==> config.mk <==
export PLATFORM = sky130hd
export DESIGN_NAME = json_string_unescape_utf8_check
export DESIGN_NICKNAME = d
export VERILOG_FILES = /design/src/jsu_pkg.sv /design/src/jsu_front.sv /design/src/jsu_queue.sv /design/src/jsu_back.sv /design/src/json_string_unescape_utf8_check.sv
export SDC_FILE = /design/constraint.sdc
export NUM_CORES = 1
export LEC_CHECK = 0
export ABC_AREA = 1
export BUFFER_PORTS_ARGS = -buffer_cell sky130_fd_sc_hd__clkbuf_2
export CAP_MARGIN = 5
export CORE_MARGIN = 2
export CORE_UTILIZATION = 62
export CTS_CLUSTER_DIAMETER = 100
export DETAILED_ROUTE_END_ITERATION = 8
export GPL_ROUTABILITY_DRIVEN = 0
export PLACE_DENSITY_LB_ADDON = 0.15
export SETUP_SLACK_MARGIN = 0.4
export SLEW_MARGIN = 5
export SYNTH_ARGS = -nofsm -noshare
export SYNTH_HDL_FRONTEND = slang
export SYNTH_HIERARCHICAL = 1
export SYNTH_SLANG_ARGS = --single-unit
==> constraint.sdc <==
create_clock -name clock -period 5.5 [get_ports clock]
set_clock_uncertainty 0.1 [all_clocks]
set_input_delay 0.55 -clock clock [delete_from_list [all_inputs] [get_ports clock]]
set_output_delay 0.55 -clock clock [all_outputs]
set_load 0.05 [all_outputs]
==> src/jsu_pkg.sv <==
package jsu_pkg;

   // Default depth of the queue between the decoder and the result serializer.
   localparam int QUEUE_DEPTH_DEFAULT = 4;

   // Result status codes.
   localparam logic [3:0] ST_OK        = 4'd0;
   localparam logic [3:0] ST_NO_QUOTE  = 4'd1;
   localparam logic [3:0] ST_UNTERM    = 4'd2;
   localparam logic [3:0] ST_CONTROL   = 4'd3;
   localparam logic [3:0] ST_ESCAPE    = 4'd4;
   localparam logic [3:0] ST_HEX       = 4'd5;
   localparam logic [3:0] ST_SURROGATE = 4'd6;
   localparam logic [3:0] ST_NUL       = 4'd7;
   localparam logic [3:0] ST_UTF8      = 4'd8;

   // Decoder states.
   typedef enum logic [3:0] {
      MODE_IDLE,
      MODE_BODY,
      MODE_ESC,
      MODE_HEX,
      MODE_SUR_BS,
      MODE_SUR_U,
      MODE_HEX_LOW,
      MODE_UTF8,
      MODE_DRAIN
   } jsu_mode_type;

   // One queue entry: either one to four decoded bytes, or the final result of a string.
   typedef struct packed {
      logic [3:0][7:0] bytes;
      logic [2:0]      count;
      logic            is_last;
      logic [3:0]      status;
   } jsu_entry_type;

endpackage

==> src/jsu_front.sv <==
module jsu_front (
   input  logic                  clock,
   input  logic                  reset,
   input  logic                  req_valid,
   output logic                  req_ready,
   input  logic [7:0]            req_in_byte,
   input  logic                  req_end_of_input,
   input  logic                  queue_full,
   output logic                  push,
   output jsu_pkg::jsu_entry_type push_entry
);

   localparam logic [7:0] CH_QUOTE  = 8'h22;
   localparam logic [7:0] CH_BSLASH = 8'h5c;
   localparam logic [7:0] CH_SLASH  = 8'h2f;
   localparam logic [7:0] CH_LOW_B  = 8'h62;
   localparam logic [7:0] CH_LOW_F  = 8'h66;
   localparam logic [7:0] CH_LOW_N  = 8'h6e;
   localparam logic [7:0] CH_LOW_R  = 8'h72;
   localparam logic [7:0] CH_LOW_T  = 8'h74;
   localparam logic [7:0] CH_LOW_U  = 8'h75;

   // Returns {is_hex, value}.
   function automatic logic [4:0] hex_value(input logic [7:0] c);
      logic [4:0] r;
      r = 5'd0;
      if (c >= 8'h30 && c <= 8'h39) begin
         r = {1'b1, 4'(c - 8'h30)};
      end else if (c >= 8'h61 && c <= 8'h66) begin
         r = {1'b1, 4'(c - 8'h57)};
      end else if (c >= 8'h41 && c <= 8'h46) begin
         r = {1'b1, 4'(c - 8'h37)};
      end
      return r;
   endfunction

   function automatic logic [20:0] class_min(input logic [1:0] cls);
      logic [20:0] r;
      case (cls)
         2'd1:    r = 21'h80;
         2'd2:    r = 21'h800;
         2'd3:    r = 21'h10000;
         default: r = 21'h0;
      endcase
      return r;
   endfunction

   function automatic jsu_pkg::jsu_entry_type encode(input logic [20:0] n);
      jsu_pkg::jsu_entry_type e;
      e = '0;
      if (n < 21'h80) begin
         e.bytes[0] = n[7:0];
         e.count    = 3'd1;
      end else if (n < 21'h800) begin
         e.bytes[0] = {3'b110, n[10:6]};
         e.bytes[1] = {2'b10, n[5:0]};
         e.count    = 3'd2;
      end else if (n < 21'h10000) begin
         e.bytes[0] = {4'b1110, n[15:12]};
         e.bytes[1] = {2'b10, n[11:6]};
         e.bytes[2] = {2'b10, n[5:0]};
         e.count    = 3'd3;
      end else begin
         e.bytes[0] = {5'b11110, n[20:18]};
         e.bytes[1] = {2'b10, n[17:12]};
         e.bytes[2] = {2'b10, n[11:6]};
         e.bytes[3] = {2'b10, n[5:0]};
         e.count    = 3'd4;
      end
      return e;
   endfunction

   jsu_pkg::jsu_mode_type mode_ff, mode_in, step_mode;
   logic [20:0] acc_ff, acc_in;
   logic [9:0]  high_ff, high_in;
   logic [1:0]  hexcnt_ff, hexcnt_in;
   logic [1:0]  remain_ff, remain_in;
   logic [1:0]  class_ff, class_in;

   logic                   accept;
   logic                   fault;
   logic                   closing;
   logic                   finishing;
   logic [3:0]             fault_code;
   jsu_pkg::jsu_entry_type emitted;

   assign req_ready = !queue_full;
   assign accept    = req_valid && req_ready;

   // Per-byte classification and data register updates.
   always_comb begin : classify
      logic [4:0]  hv;
      logic [15:0] acc16;
      logic [20:0] acc21;
      logic [1:0]  rem_next;
      logic [20:0] pair;
      hv         = hex_value(req_in_byte);
      acc16      = {acc_ff[11:0], hv[3:0]};
      acc21      = {acc_ff[14:0], req_in_byte[5:0]};
      rem_next   = remain_ff - 2'd1;
      pair       = {11'({1'b0, high_ff}) + 11'h40, acc16[9:0]};
      step_mode  = mode_ff;
      fault      = 1'b0;
      closing    = 1'b0;
      fault_code = jsu_pkg::ST_OK;
      emitted    = '0;
      acc_in     = acc_ff;
      high_in    = high_ff;
      hexcnt_in  = hexcnt_ff;
      remain_in  = remain_ff;
      class_in   = class_ff;
      case (mode_ff)
         jsu_pkg::MODE_DRAIN: begin
         end
         jsu_pkg::MODE_BODY: begin
            if (req_in_byte == CH_QUOTE) begin
               closing = 1'b1;
            end else if (req_in_byte < 8'h20) begin
               fault      = 1'b1;
               fault_code = jsu_pkg::ST_CONTROL;
            end else if (req_in_byte == CH_BSLASH) begin
               step_mode = jsu_pkg::MODE_ESC;
            end else if (req_in_byte < 8'h80) begin
               emitted.bytes[0] = req_in_byte;
               emitted.count    = 3'd1;
            end else if (req_in_byte >= 8'hc2 && req_in_byte <= 8'hdf) begin
               remain_in = 2'd1;
               class_in  = 2'd1;
               acc_in    = {16'd0, req_in_byte[4:0]};
               emitted.bytes[0] = req_in_byte;
               emitted.count    = 3'd1;
               step_mode = jsu_pkg::MODE_UTF8;
            end else if (req_in_byte >= 8'he0 && req_in_byte <= 8'hef) begin
               remain_in = 2'd2;
               class_in  = 2'd2;
               acc_in    = {17'd0, req_in_byte[3:0]};
               emitted.bytes[0] = req_in_byte;
               emitted.count    = 3'd1;
               step_mode = jsu_pkg::MODE_UTF8;
            end else if (req_in_byte >= 8'hf0 && req_in_byte <= 8'hf4) begin
               remain_in = 2'd3;
               class_in  = 2'd3;
               acc_in    = {18'd0, req_in_byte[2:0]};
               emitted.bytes[0] = req_in_byte;
               emitted.count    = 3'd1;
               step_mode = jsu_pkg::MODE_UTF8;
            end else begin
               fault      = 1'b1;
               fault_code = jsu_pkg::ST_UTF8;
            end
         end
         jsu_pkg::MODE_UTF8: begin
            if (req_in_byte[7:6] != 2'b10) begin
               fault      = 1'b1;
               fault_code = jsu_pkg::ST_UTF8;
            end else begin
               emitted.bytes[0] = req_in_byte;
               emitted.count    = 3'd1;
               acc_in    = acc21;
               remain_in = rem_next;
               if (rem_next == 2'd0) begin
                  if (acc21 < class_min(class_ff) || acc21 > 21'h10ffff ||
                      (acc21 >= 21'hd800 && acc21 <= 21'hdfff)) begin
                     fault      = 1'b1;
                     fault_code = jsu_pkg::ST_UTF8;
                  end else begin
                     step_mode = jsu_pkg::MODE_BODY;
                  end
               end
            end
         end
         jsu_pkg::MODE_ESC: begin
            step_mode = jsu_pkg::MODE_BODY;
            emitted.count = 3'd1;
            if (req_in_byte == CH_QUOTE || req_in_byte == CH_BSLASH ||
                req_in_byte == CH_SLASH) begin
               emitted.bytes[0] = req_in_byte;
            end else if (req_in_byte == CH_LOW_B) begin
               emitted.bytes[0] = 8'h08;
            end else if (req_in_byte == CH_LOW_F) begin
               emitted.bytes[0] = 8'h0c;
            end else if (req_in_byte == CH_LOW_N) begin
               emitted.bytes[0] = 8'h0a;
            end else if (req_in_byte == CH_LOW_R) begin
               emitted.bytes[0] = 8'h0d;
            end else if (req_in_byte == CH_LOW_T) begin
               emitted.bytes[0] = 8'h09;
            end else if (req_in_byte == CH_LOW_U) begin
               emitted.count = 3'd0;
               step_mode     = jsu_pkg::MODE_HEX;
               acc_in        = '0;
               hexcnt_in     = 2'd0;
            end else begin
               emitted.count = 3'd0;
               fault         = 1'b1;
               fault_code    = jsu_pkg::ST_ESCAPE;
            end
         end
         jsu_pkg::MODE_HEX, jsu_pkg::MODE_HEX_LOW: begin
            if (!hv[4]) begin
               fault      = 1'b1;
               fault_code = jsu_pkg::ST_HEX;
            end else begin
               acc_in = {5'd0, acc16};
               if (hexcnt_ff != 2'd3) begin
                  hexcnt_in = hexcnt_ff + 2'd1;
               end else begin
                  hexcnt_in = 2'd0;
                  if (mode_ff == jsu_pkg::MODE_HEX_LOW) begin
                     if (acc16 < 16'hdc00 || acc16 > 16'hdfff) begin
                        fault      = 1'b1;
                        fault_code = jsu_pkg::ST_SURROGATE;
                     end else begin
                        emitted   = encode(pair);
                        step_mode = jsu_pkg::MODE_BODY;
                     end
                  end else if (acc16 >= 16'hd800 && acc16 <= 16'hdbff) begin
                     high_in   = acc16[9:0];
                     step_mode = jsu_pkg::MODE_SUR_BS;
                  end else if (acc16 >= 16'hdc00 && acc16 <= 16'hdfff) begin
                     fault      = 1'b1;
                     fault_code = jsu_pkg::ST_SURROGATE;
                  end else if (acc16 == 16'd0) begin
                     fault      = 1'b1;
                     fault_code = jsu_pkg::ST_NUL;
                  end else begin
                     emitted   = encode({5'd0, acc16});
                     step_mode = jsu_pkg::MODE_BODY;
                  end
               end
            end
         end
         jsu_pkg::MODE_SUR_BS: begin
            if (req_in_byte == CH_BSLASH) begin
               step_mode = jsu_pkg::MODE_SUR_U;
            end else begin
               fault      = 1'b1;
               fault_code = jsu_pkg::ST_SURROGATE;
            end
         end
         jsu_pkg::MODE_SUR_U: begin
            if (req_in_byte == CH_LOW_U) begin
               step_mode = jsu_pkg::MODE_HEX_LOW;
               acc_in    = '0;
               hexcnt_in = 2'd0;
            end else begin
               fault      = 1'b1;
               fault_code = jsu_pkg::ST_SURROGATE;
            end
         end
         default: begin
            if (req_in_byte == CH_QUOTE) begin
               step_mode = jsu_pkg::MODE_BODY;
            end else begin
               fault      = 1'b1;
               fault_code = jsu_pkg::ST_NO_QUOTE;
            end
         end
      endcase
   end

   assign finishing = (mode_ff != jsu_pkg::MODE_DRAIN) &&
                      (fault || closing || req_end_of_input);

   // Next state.
   always_comb begin
      mode_in = mode_ff;
      if (accept) begin
         if (mode_ff == jsu_pkg::MODE_DRAIN) begin
            mode_in = req_end_of_input ? jsu_pkg::MODE_IDLE : jsu_pkg::MODE_DRAIN;
         end else if (finishing) begin
            mode_in = ((closing && !fault) || req_end_of_input) ?
                      jsu_pkg::MODE_IDLE : jsu_pkg::MODE_DRAIN;
         end else begin
            mode_in = step_mode;
         end
      end
   end

   // Outputs toward the queue.
   always_comb begin
      push       = 1'b0;
      push_entry = emitted;
      if (finishing) begin
         push_entry         = '0;
         push_entry.is_last = 1'b1;
         push_entry.status  = fault ? fault_code :
                              (closing ? jsu_pkg::ST_OK : jsu_pkg::ST_UNTERM);
      end
      if (accept && mode_ff != jsu_pkg::MODE_DRAIN) begin
         push = finishing || (emitted.count != 3'd0);
      end
   end

   always_ff @(posedge clock) begin
      if (reset) begin
         mode_ff   <= jsu_pkg::MODE_IDLE;
         acc_ff    <= '0;
         high_ff   <= '0;
         hexcnt_ff <= '0;
         remain_ff <= '0;
         class_ff  <= '0;
      end else begin
         mode_ff <= mode_in;
         if (accept) begin
            acc_ff    <= acc_in;
            high_ff   <= high_in;
            hexcnt_ff <= hexcnt_in;
            remain_ff <= remain_in;
            class_ff  <= class_in;
         end
      end
   end

endmodule

==> src/jsu_queue.sv <==
module jsu_queue #(
   parameter int DEPTH = jsu_pkg::QUEUE_DEPTH_DEFAULT
) (
   input  logic                   clock,
   input  logic                   reset,
   input  logic                   push,
   input  jsu_pkg::jsu_entry_type push_entry,
   output logic                   full,
   input  logic                   pop,
   output logic                   head_valid,
   output jsu_pkg::jsu_entry_type head_entry
);

   localparam int PTR_W = (DEPTH > 1) ? $clog2(DEPTH) : 1;
   localparam int CNT_W = $clog2(DEPTH + 1);

   jsu_pkg::jsu_entry_type slots_ff [DEPTH];
   logic [PTR_W-1:0] wr_ff, wr_in, rd_ff, rd_in;
   logic [CNT_W-1:0] count_ff, count_in;

   assign full       = (count_ff == CNT_W'(DEPTH));
   assign head_valid = (count_ff != '0);
   assign head_entry = slots_ff[rd_ff];

   always_comb begin
      wr_in    = wr_ff;
      rd_in    = rd_ff;
      count_in = count_ff;
      if (push) begin
         wr_in = (wr_ff == PTR_W'(DEPTH - 1)) ? '0 : wr_ff + 1'b1;
      end
      if (pop) begin
         rd_in = (rd_ff == PTR_W'(DEPTH - 1)) ? '0 : rd_ff + 1'b1;
      end
      if (push && !pop) begin
         count_in = count_ff + 1'b1;
      end else if (pop && !push) begin
         count_in = count_ff - 1'b1;
      end
   end

   always_ff @(posedge clock) begin
      if (reset) begin
         wr_ff    <= '0;
         rd_ff    <= '0;
         count_ff <= '0;
      end else begin
         wr_ff    <= wr_in;
         rd_ff    <= rd_in;
         count_ff <= count_in;
      end
   end

   always_ff @(posedge clock) begin
      if (push) begin
         slots_ff[wr_ff] <= push_entry;
      end
   end

endmodule

==> src/jsu_back.sv <==
module jsu_back (
   input  logic                   clock,
   input  logic                   reset,
   input  logic                   head_valid,
   input  jsu_pkg::jsu_entry_type head_entry,
   output logic                   pop,
   output logic                   rsp_valid,
   input  logic                   rsp_ready,
   output logic [7:0]             rsp_out_byte,
   output logic                   rsp_byte_valid,
   output logic [3:0]             rsp_status,
   output logic                   rsp_last
);

   jsu_pkg::jsu_entry_type cur_ff;
   logic                   valid_ff, valid_in;
   logic [1:0]             idx_ff, idx_in;
   logic                   entry_done;

   assign entry_done = cur_ff.is_last || ({1'b0, idx_ff} == cur_ff.count - 3'd1);
   assign pop        = head_valid && (!valid_ff || (rsp_ready && entry_done));

   always_comb begin
      valid_in = valid_ff;
      idx_in   = idx_ff;
      if (pop) begin
         valid_in = 1'b1;
         idx_in   = 2'd0;
      end else if (valid_ff && rsp_ready) begin
         if (entry_done) begin
            valid_in = 1'b0;
         end else begin
            idx_in = idx_ff + 2'd1;
         end
      end
   end

   always_ff @(posedge clock) begin
      if (reset) begin
         valid_ff <= 1'b0;
         idx_ff   <= '0;
      end else begin
         valid_ff <= valid_in;
         idx_ff   <= idx_in;
      end
   end

   always_ff @(posedge clock) begin
      if (pop) begin
         cur_ff <= head_entry;
      end
   end

   assign rsp_valid      = valid_ff;
   assign rsp_out_byte   = cur_ff.is_last ? 8'd0 : cur_ff.bytes[idx_ff];
   assign rsp_byte_valid = !cur_ff.is_last;
   assign rsp_status     = cur_ff.is_last ? cur_ff.status : jsu_pkg::ST_OK;
   assign rsp_last       = cur_ff.is_last;

endmodule

==> src/json_string_unescape_utf8_check.sv <==
// JSON string decoder with strict UTF-8 checking. Feed the bytes of one string literal,
// opening quote first, one byte per transfer on the req_ channel; the rsp_ channel returns
// the decoded UTF-8 bytes (rsp_byte_valid high) and then one final transfer with rsp_last
// high and rsp_status giving ok or the first error found. After an error, input is dropped
// until a byte marked with req_end_of_input, and the block then waits for a new opening
// quote. The decoder takes one input byte per cycle as long as the result queue has room;
// the serializer behind the queue sends one result per cycle while rsp_ready is high, so an
// escape that expands to two, three or four UTF-8 bytes is sent as one result per byte, and
// the input stalls only once the QUEUE_DEPTH-entry queue between the two has filled. Each
// result passes through the queue and then the serializer's output register.
module json_string_unescape_utf8_check #(
   parameter int QUEUE_DEPTH = jsu_pkg::QUEUE_DEPTH_DEFAULT
) (
   input  logic       clock,
   input  logic       reset,
   input  logic       req_valid,
   output logic       req_ready,
   input  logic [7:0] req_in_byte,
   input  logic       req_end_of_input,
   output logic       rsp_valid,
   input  logic       rsp_ready,
   output logic [7:0] rsp_out_byte,
   output logic       rsp_byte_valid,
   output logic [3:0] rsp_status,
   output logic       rsp_last
);

   // Each decoded input byte becomes one queue entry: up to four output bytes, or a final
   // status. Bytes that produce nothing (a backslash, hex digits) do not touch the queue.
   logic                   queue_full;
   logic                   push;
   jsu_pkg::jsu_entry_type push_entry;
   logic                   pop;
   logic                   head_valid;
   jsu_pkg::jsu_entry_type head_entry;

   jsu_front u_front (
      .clock            (clock),
      .reset            (reset),
      .req_valid        (req_valid),
      .req_ready        (req_ready),
      .req_in_byte      (req_in_byte),
      .req_end_of_input (req_end_of_input),
      .queue_full       (queue_full),
      .push             (push),
      .push_entry       (push_entry)
   );

   jsu_queue #(
      .DEPTH (QUEUE_DEPTH)
   ) u_queue (
      .clock      (clock),
      .reset      (reset),
      .push       (push),
      .push_entry (push_entry),
      .full       (queue_full),
      .pop        (pop),
      .head_valid (head_valid),
      .head_entry (head_entry)
   );

   // The serializer walks through one entry a result at a time.
   jsu_back u_back (
      .clock          (clock),
      .reset          (reset),
      .head_valid     (head_valid),
      .head_entry     (head_entry),
      .pop            (pop),
      .rsp_valid      (rsp_valid),
      .rsp_ready      (rsp_ready),
      .rsp_out_byte   (rsp_out_byte),
      .rsp_byte_valid (rsp_byte_valid),
      .rsp_status     (rsp_status),
      .rsp_last       (rsp_last)
   );

endmodule

==> results of run 1 <==
## flip-flops by register name, indices dropped and copies added (netlist names), named ones only
signal and count:
u_queue/slots_ff 160, u_queue/rd_ff 2, u_back/rsp_valid 1, u_front/high_ff 10, u_front/hexcnt_ff 2, u_front/class_ff 2, u_front/mode_ff 4, u_front/remain_ff 2
u_back/idx_ff 2, u_front/acc_ff 15, u_queue/wr_ff 2, u_back/rsp_last 1, u_back/cur_ff 39, u_queue/count_ff 3
## per-layer routing
layer / share of wire, % / vias up / GRT usage, %
met5: 0 / - / 0
met4: 3.7 / 0 / 10.1
met3: 8.7 / 96 / 4.97
met2: 46 / 451 / 46.2
met1: 41 / 4468 / 39.3
li1: - / 4444 / -
## power by group
| group | total, W | switching [W] | leakage (nW) | internal [W] |
|---|---|---|---|---|
| Combinational | 0.00289 | 0.00208 | 2.28 | 0.000809 |
| Clock | 0.00154 | 0.000672 | 0.364 | 0.000865 |
| Sequential | 0.00303 | 0.000296 | 2.27 | 0.00273 |
| Total | 0.00745 | 0.00305 | 4.92 | 0.00440 |
## final timing paths
check / end / slack, ns
worst max-delay path: u_queue/slots_ff[1][21]$_DFFE_PP_ / 0.98
worst min-delay path: u_front/mode_ff[3]$_SDFFE_PP0P_ / 0.24
worst max register to register: u_queue/slots_ff[1][21]$_DFFE_PP_ / 0.98
worst min register to register: u_front/hexcnt_ff[1]$_SDFFE_PP0P_ / 0.38
## cell usage after synthesis, types with 5 or more instances
| master | count |
|---|---|
| nor2_1 | 222 |
| edfxtp_1 | 200 |
| inv_1 | 126 |
| nand2_1 | 117 |
| o21ai_0 | 111 |
| a21oi_1 | 52 |
| nand3_1 | 48 |
| dfxtp_1 | 47 |
| o22ai_1 | 45 |
| o21ai_1 | 39 |
| nor3_1 | 18 |
| clkbuf_1 | 16 |
| ha_1 | 16 |
| a211oi_1 | 15 |
| buf_2 | 15 |
| inv_2 | 14 |
| nand2_2 | 14 |
| a221oi_1 | 13 |
| a31oi_1 | 13 |
| nand4_1 | 11 |
| buf_4 | 10 |
| a22oi_1 | 9 |
| nand3_2 | 9 |
| nor2_2 | 8 |
| buf_6 | 7 |
| nor4_1 | 7 |
| o221ai_1 | 5 |
## metrics by stage
step	util [%]	instance area (um2)	setup slack [ns]	hold slack, ns
floorplan	-	12200	1.65	0.342
global placement	63.8	12400	1.13	0.358
detailed placement	63.8	12400	1.02	0.366
CTS	67.6	13100	1.09	0.229
global route	67.6	13100	0.636	0.277
finish	67.6	13100	0.984	0.243
## layout make-up
class / instances / share of cell area (%)
Clock inverter: 12 / 0.534
Timing Repair Buffer: 43 / 2.02
Inverter: 141 / 4.13
Tap cell: 265 / 2.53
Multi-Input combinational cell: 816 / 32.7
Sequential cell: 247 / 52.9
Clock buffer: 33 / 5.15
## logic make-up after synthesis
logic type | count (synthesis) | share of synthesized area (%)
AOI/OAI and AO/OA | 320 | 15.4
xor gates and xnor gates | 6 | 0.431
adders and majority gates | 17 | 1.81
buffers and inverters | 197 | 7.96
DFF | 247 | 57.0
other | 1 | 0.0308
and+or+nand+nor | 470 | 17.4
## worst max-delay path, cell delays in order, from the launching register on
cell,delay [ns]
dfxtp_1,0.36
ha_1,0.24
xnor2_1,0.20
nand2_1,0.10
nor2_2,0.19
nand2_1,0.21
nor2_1,0.20
nand2_2,0.16
nor2_1,0.24
nor2_1,0.16
nor2_1,0.16
nor3_1,0.08
nor3_1,0.21
a31oi_1,0.30
nand2_1,0.14
clkinv_1,0.72
buf_4,0.48
==> results by group, run 1 <==
Routing
  – Final ANT Viol Nets: 0
  – Wire per inst: between 15 and 20 um
  – DR vias: ~9500
  – DRC: 0
  – Drt first pass iters: 6
  – Final WL: 29400 um
  – First DRT Iteration DRCs: about 1300
  – Routed vias/inst: 6.08

Logic synthesis
  – Ys flop type: edfxtp_1
  – Synthesized flop and latch total: ~250
  – Async SR Flop Fraction: 0%
  – Synth top area share: roughly 49%
  – Dominant cells by area after synthesis: edfxtp_1, dfxtp_1, nor2_1
  – Syn. warnings: 6
  – Post-synthesis cell type count: 53
  – Cell taking the most area after synthesis: edfxtp_1
  – Post-synth EDFFs: 200
  – Synth Cell Area: 12200 um2
  – Syn avg cell area: 9.69 um2
  – Sequential share of the synthesized area: 57.0%
  – Synth Instances: 1258

Floorplan
  – Ports: 29
  – Initial Util: 62.9%
  – Die footprint: 20800 um2
  – Rows: 51
  – Core Footprint: 19400 um2
  – Die Height: 144 um
  – Die X: 144 um

Power and ir drop
  – Pwr Total: 0.00745 W
  – Leak: roughly 4.9 nW
  – Worst vdd ir: 0.267 mV
  – Pwr per Cell Area: approximately 570 nW/um2

Timing
  – Slew margin rel.: a little over a third
  – Minimum clock period: 4.52 ns
  – Final setup TNS: 0 ns
  – RSZ-0062 raised after global routing: false
  – Slew Viols, Final: 0
  – F_max: 221 MHz
  – Period Utilization, post-route: about 82%
  – Final hold vios: 0
  – Worst-margin pin slew: 0.970 ns
  – Setup Viol. Count Final: 0

Clocking
  – CTS root buf: clkbuf_16
  – CTS resizes: 0
  – TritonCTS clock tree: built
  – Clock buffer count from CTS: 25
  – Hold_buf cts: 0
  – Htree depth: 1
  – Clock Latency Late Sink: 0.52 ns
  – Clock Sinks: between 200 and 250
  – Post-CTS Setup Inserts: 0
  – CTS clk-pin slew, worst paths: 0.06 ns
  – Max Root-Sink Buffers: 3

Hold path
  – HP Class: primary input to flop
  – HP Start: req_end_of_input
  – Hold path cells: 4

Placed design
  – Post-detail-place hpwl: 20200 um
  – Placed insts: 1512
  – Port Buf Inserts: 28

Critical path
  – Reg2reg path depth: 16
  – Worst Setup Start Kind: flop
  – Worst path required time: 5.66 ns
  – Reg2reg start: u_front/high_ff[6]$_SDFFE_PP0P_
  – Critical path arrival: 4.68 ns
  – WS Path Type: flop to flop
  – Endpoint class of the critical path: flop
  – Setup crit start: u_front/high_ff[6]$_SDFFE_PP0P_
  – Worst-path maximum fanout: 23

Final layout
  – Layout cells sized above 1: between 10% and 20%
  – Multi-input gate area in the final layout: 4290 um2
  – Antenna diode count: 0
  – Fill cell count: 1603
  – Area occupied by registers: around 6900 um2
  – Commonest non-fill, non-tap cell in the layout: nor2_1
  – Synth-to-layout area growth: 7.61%
  – Fin cells: 1557
  – Final net count: 1304
  – Most frequent cells in the layout: nor2_1, edfxtp_1, inv_1

GRT
  – First-pass GRT wire length: 45700 um
  – GRT Overall Usage: 28.5%
  – Initial antenna violation count: 0
  – Number of global-route vias before repair: 8640
  – GR Overflow Total: 0
  – Largest net degree at the start of global routing: a little over 80

Job
  – MaxCap Viol Count: 0

Status
  – Status: finished clean
(Power assumes the default switching activity.)
==> inputs of run 2 (changes only) <==
--- a/config.mk
+++ b/config.mk
@@ -9,7 +9,7 @@
 export BUFFER_PORTS_ARGS = -buffer_cell sky130_fd_sc_hd__clkbuf_2
 export CAP_MARGIN = 5
 export CORE_MARGIN = 2
-export CORE_UTILIZATION = 62
+export CORE_UTILIZATION = 57
 export CTS_CLUSTER_DIAMETER = 100
 export DETAILED_ROUTE_END_ITERATION = 8
 export GPL_ROUTABILITY_DRIVEN = 0
==> constraint.sdc (replaced) <==
create_clock -name clock -period 3.7 [get_ports clock]
set_clock_uncertainty 0.1 [all_clocks]
set_input_delay 0.37 -clock clock [delete_from_list [all_inputs] [get_ports clock]]
set_output_delay 0.37 -clock clock [all_outputs]
set_load 0.05 [all_outputs]
==> run 2 against run 1 <==
Sequential share of layout area is 3.1 points lower. Combinational power is 63% higher. Via count is 2.9% higher. Register-to-register slack worse by 0.52 ns. Cell area is 6.8% higher. Utilization is 0.95 points lower. Die area is 8.5% higher. Critical endpoint is now u_queue/count_ff[2]$_SDFFE_PP0P_. Sequential cell count stayed put. Highest routed layer unchanged. Sequential power is 48% higher. Hold slack worse by 0.18 ns. First-iteration DRC count is 4.3% lower. Routed wire length is 7.4% higher.
==> results by group, run 2 (synthesis results as in run 1) <==
Status
  – Status: finished clean

Timing
  – Final setup margin: roughly 0.46 ns
  – Final setup TNS: 0 ns
  – F_max: 309 MHz
  – Slew Viols, Final: 0
  – Setup Viol. Count Final: 0
  – Minimum clock period: 3.24 ns
  – Worst-margin pin slew: 0.871 ns
  – Slew margin rel.: 40.4%
  – Final hold vios: 0
  – Period Utilization, post-route: ~88%
  – RSZ-0062 raised after global routing: true

Floorplan
  – Core Footprint: 21000 um2
  – Initial Util: 58.0%
  – Die Height: 150 um
  – Die footprint: 22600 um2
  – Die X: 150 um
  – Rows: 53
  – Ports: 29

Routing
  – DR vias: 9734
  – Drt first pass iters: 6
  – Final ANT Viol Nets: 0
  – DRC: 0
  – First DRT Iteration DRCs: ~1200
  – Wire per inst: 19.4 um
  – Final WL: 31500 um
  – Routed vias/inst: 5.98

Critical path
  – Worst Path Buf+Inv: 8
  – Crit path max-delay family: simple AND/OR/NAND/NOR gates
  – Critical path arrival: 3.57 ns
  – Worst path required time: 4.03 ns
  – Worst-path maximum fanout: 8
  – WS Path Type: flop to flop
  – Worst Setup Start Kind: flop
  – Critical Path Most Common Cell: inv_2
  – Slowest stage delay, CP: 0.40 ns
  – Cells along the critical path: nand3_2 -> xor2_2 -> nand2_2 -> nor2_4 -> nand2_4 -> inv_4 -> nor2_4 -> buf_6 -> inv_2 -> nor4_4 -> inv_1 -> o21ai_2 -> inv_2 -> a31oi_4 -> ha_2 -> inv_2 -> fa_2 -> inv_2 -> nand2_2 -> nand3_1 -> nand2_1 -> inv_1 -> nor2_1
  – Endpoint class of the critical path: flop
  – Critical-path top delay cell: dfxtp_4

Clocking
  – Clock Latency Late Sink: 0.54 ns
  – Htree depth: 1
  – Max Root-Sink Buffers: 3
  – Clock Sinks: around 250
  – Clock buffer count from CTS: 26
  – CTS clk-pin slew, worst paths: about 0.060 ns
  – CTS root buf: clkbuf_16
  – Hold_buf cts: 0
  – TritonCTS clock tree: built

Final layout
  – Commonest non-fill, non-tap cell in the layout: nor2_1
  – Number of flip-flops in the largest register: 160
  – Most frequent cells in the layout: nor2_1, edfxtp_1, inv_1
  – Antenna diode count: 0
  – Fill cell count: 1676
  – Fin cells: 1628
  – Synth-to-layout area growth: 15.0%
  – End-of-flow core utilization: between 60% and 70%
  – Layout cells sized above 1: 19.6%
  – Fin area: 14000 um2
  – Most flop-heavy register: u_queue/slots_ff
  – Final net count: 1363
  – Regs by FF count: u_queue/slots_ff x160, u_back/cur_ff x39, u_front/acc_ff x15

Placed design
  – Placed insts: 1554
  – Port Buf Inserts: 28
  – Post-detail-place hpwl: 20800 um
  – Instance area after placement: roughly 13000 um2
  – Dpl ws: -0.0427 ns

Power and ir drop
  – Worst vdd ir: 0.543 mV
  – Leak: 5.29 nW
  – Pwr per Cell Area: 847 nW/um2

GRT
  – GRT Overall Usage: 28.1%
  – GR Overflow Total: 0
  – Number of global-route vias before repair: ~9000
  – First-pass GRT wire length: 49200 um
  – Initial antenna violation count: 0
  – Largest net degree at the start of global routing: 81

Job
  – MaxCap Viol Count: 0

Hold path
  – HP Class: primary input to flop
## run 2: cell types whose count changed in the layout (fill, tap and decap cells not counted), moves of 9 or more
cell	previous run	this run
buf_4	14	66
clkinv_1	9	0
dfxtp_1	46	29
dfxtp_2	1	12
inv_1	122	113
nor2_1	222	213
## run 2: timing repair
| action | 4_1_cts | 5_1_grt |
|---|---|---|
| gates resized for setup | 11 | 57 |
| buffers inserted | 6 | 20 |
| gates cloned | 0 | 0 |
| pin swaps | 3 | 17 |
| endpoints found under the setup margin | 164 | 167 |
## run 2: worst reg2reg max path, cell delays in order, from the launching register on
cell     delay [ns]
dfxtp_4        0.40
nand3_2        0.11
xor2_2         0.17
nand2_2        0.11
nor2_4         0.05
nand2_4        0.13
inv_4          0.05
nor2_4         0.14
buf_6          0.13
inv_2          0.05
nor4_4         0.20
inv_1          0.10
o21ai_2        0.19
inv_2          0.07
a31oi_4        0.19
ha_2           0.22
inv_2          0.05
fa_2           0.38
inv_2          0.07
nand2_2        0.05
nand3_1        0.06
nand2_1        0.05
inv_1          0.05
nor2_1         0.03
## run 2: area by class of cell
| class | count | area, um2 | share of cell area [%] |
|---|---|---|---|
| clock inverters | 10 | 158 | 1.12 |
| repair buffers | 101 | 758 | 5.41 |
| multi-input cells | 816 | 4460 | 31.8 |
| well taps | 275 | 344 | 2.45 |
| inverters | 141 | 567 | 4.04 |
| flip-flops and latches | 247 | 6980 | 49.8 |
| clock buffers | 38 | 746 | 5.32 |
## run 2: power by group
part | internal (W) | total [W] | switching, W | leakage [nW]
registers | 0.00407 | 0.00447 | 0.000399 | 2.28
clock network | 0.00162 | 0.00269 | 0.00107 | 0.437
logic | 0.00143 | 0.00471 | 0.00328 | 2.57
total | 0.00712 | 0.0119 | 0.00475 | 5.29
## run 2: stage by stage
stage	hold WS, ns	power [W]
after CTS	0.0587	0.0117
final	0.0625	0.0119
after detailed placement	0.369	0.00900
after global placement	0.361	0.00893
after global routing	0.0793	0.0126
after floorplan	0.339	0.00777
## run 2: per-layer routing
metal  GRT usage (%)  part of all wire, %
met1            38.0                   41
met2            47.2                   48
met3            3.70                  7.6
met4            9.25                  3.2
met5               0                    0
## run 2: path summary, 6_finish.rpt
check	start	end	depth (start not counted)	slack, ns
worst min-delay path	req_end_of_input	u_front/mode_ff[3]$_SDFFE_PP0P_	4	0.06
worst min register to register	u_front/hexcnt_ff[0]$_SDFFE_PP0P_	u_front/hexcnt_ff[0]$_SDFFE_PP0P_	2	0.38
worst max register to register	u_front/high_ff[8]$_SDFFE_PP0P_	u_queue/count_ff[2]$_SDFFE_PP0P_	23	0.46
worst max-delay path	u_front/high_ff[8]$_SDFFE_PP0P_	u_queue/count_ff[2]$_SDFFE_PP0P_	23	0.46
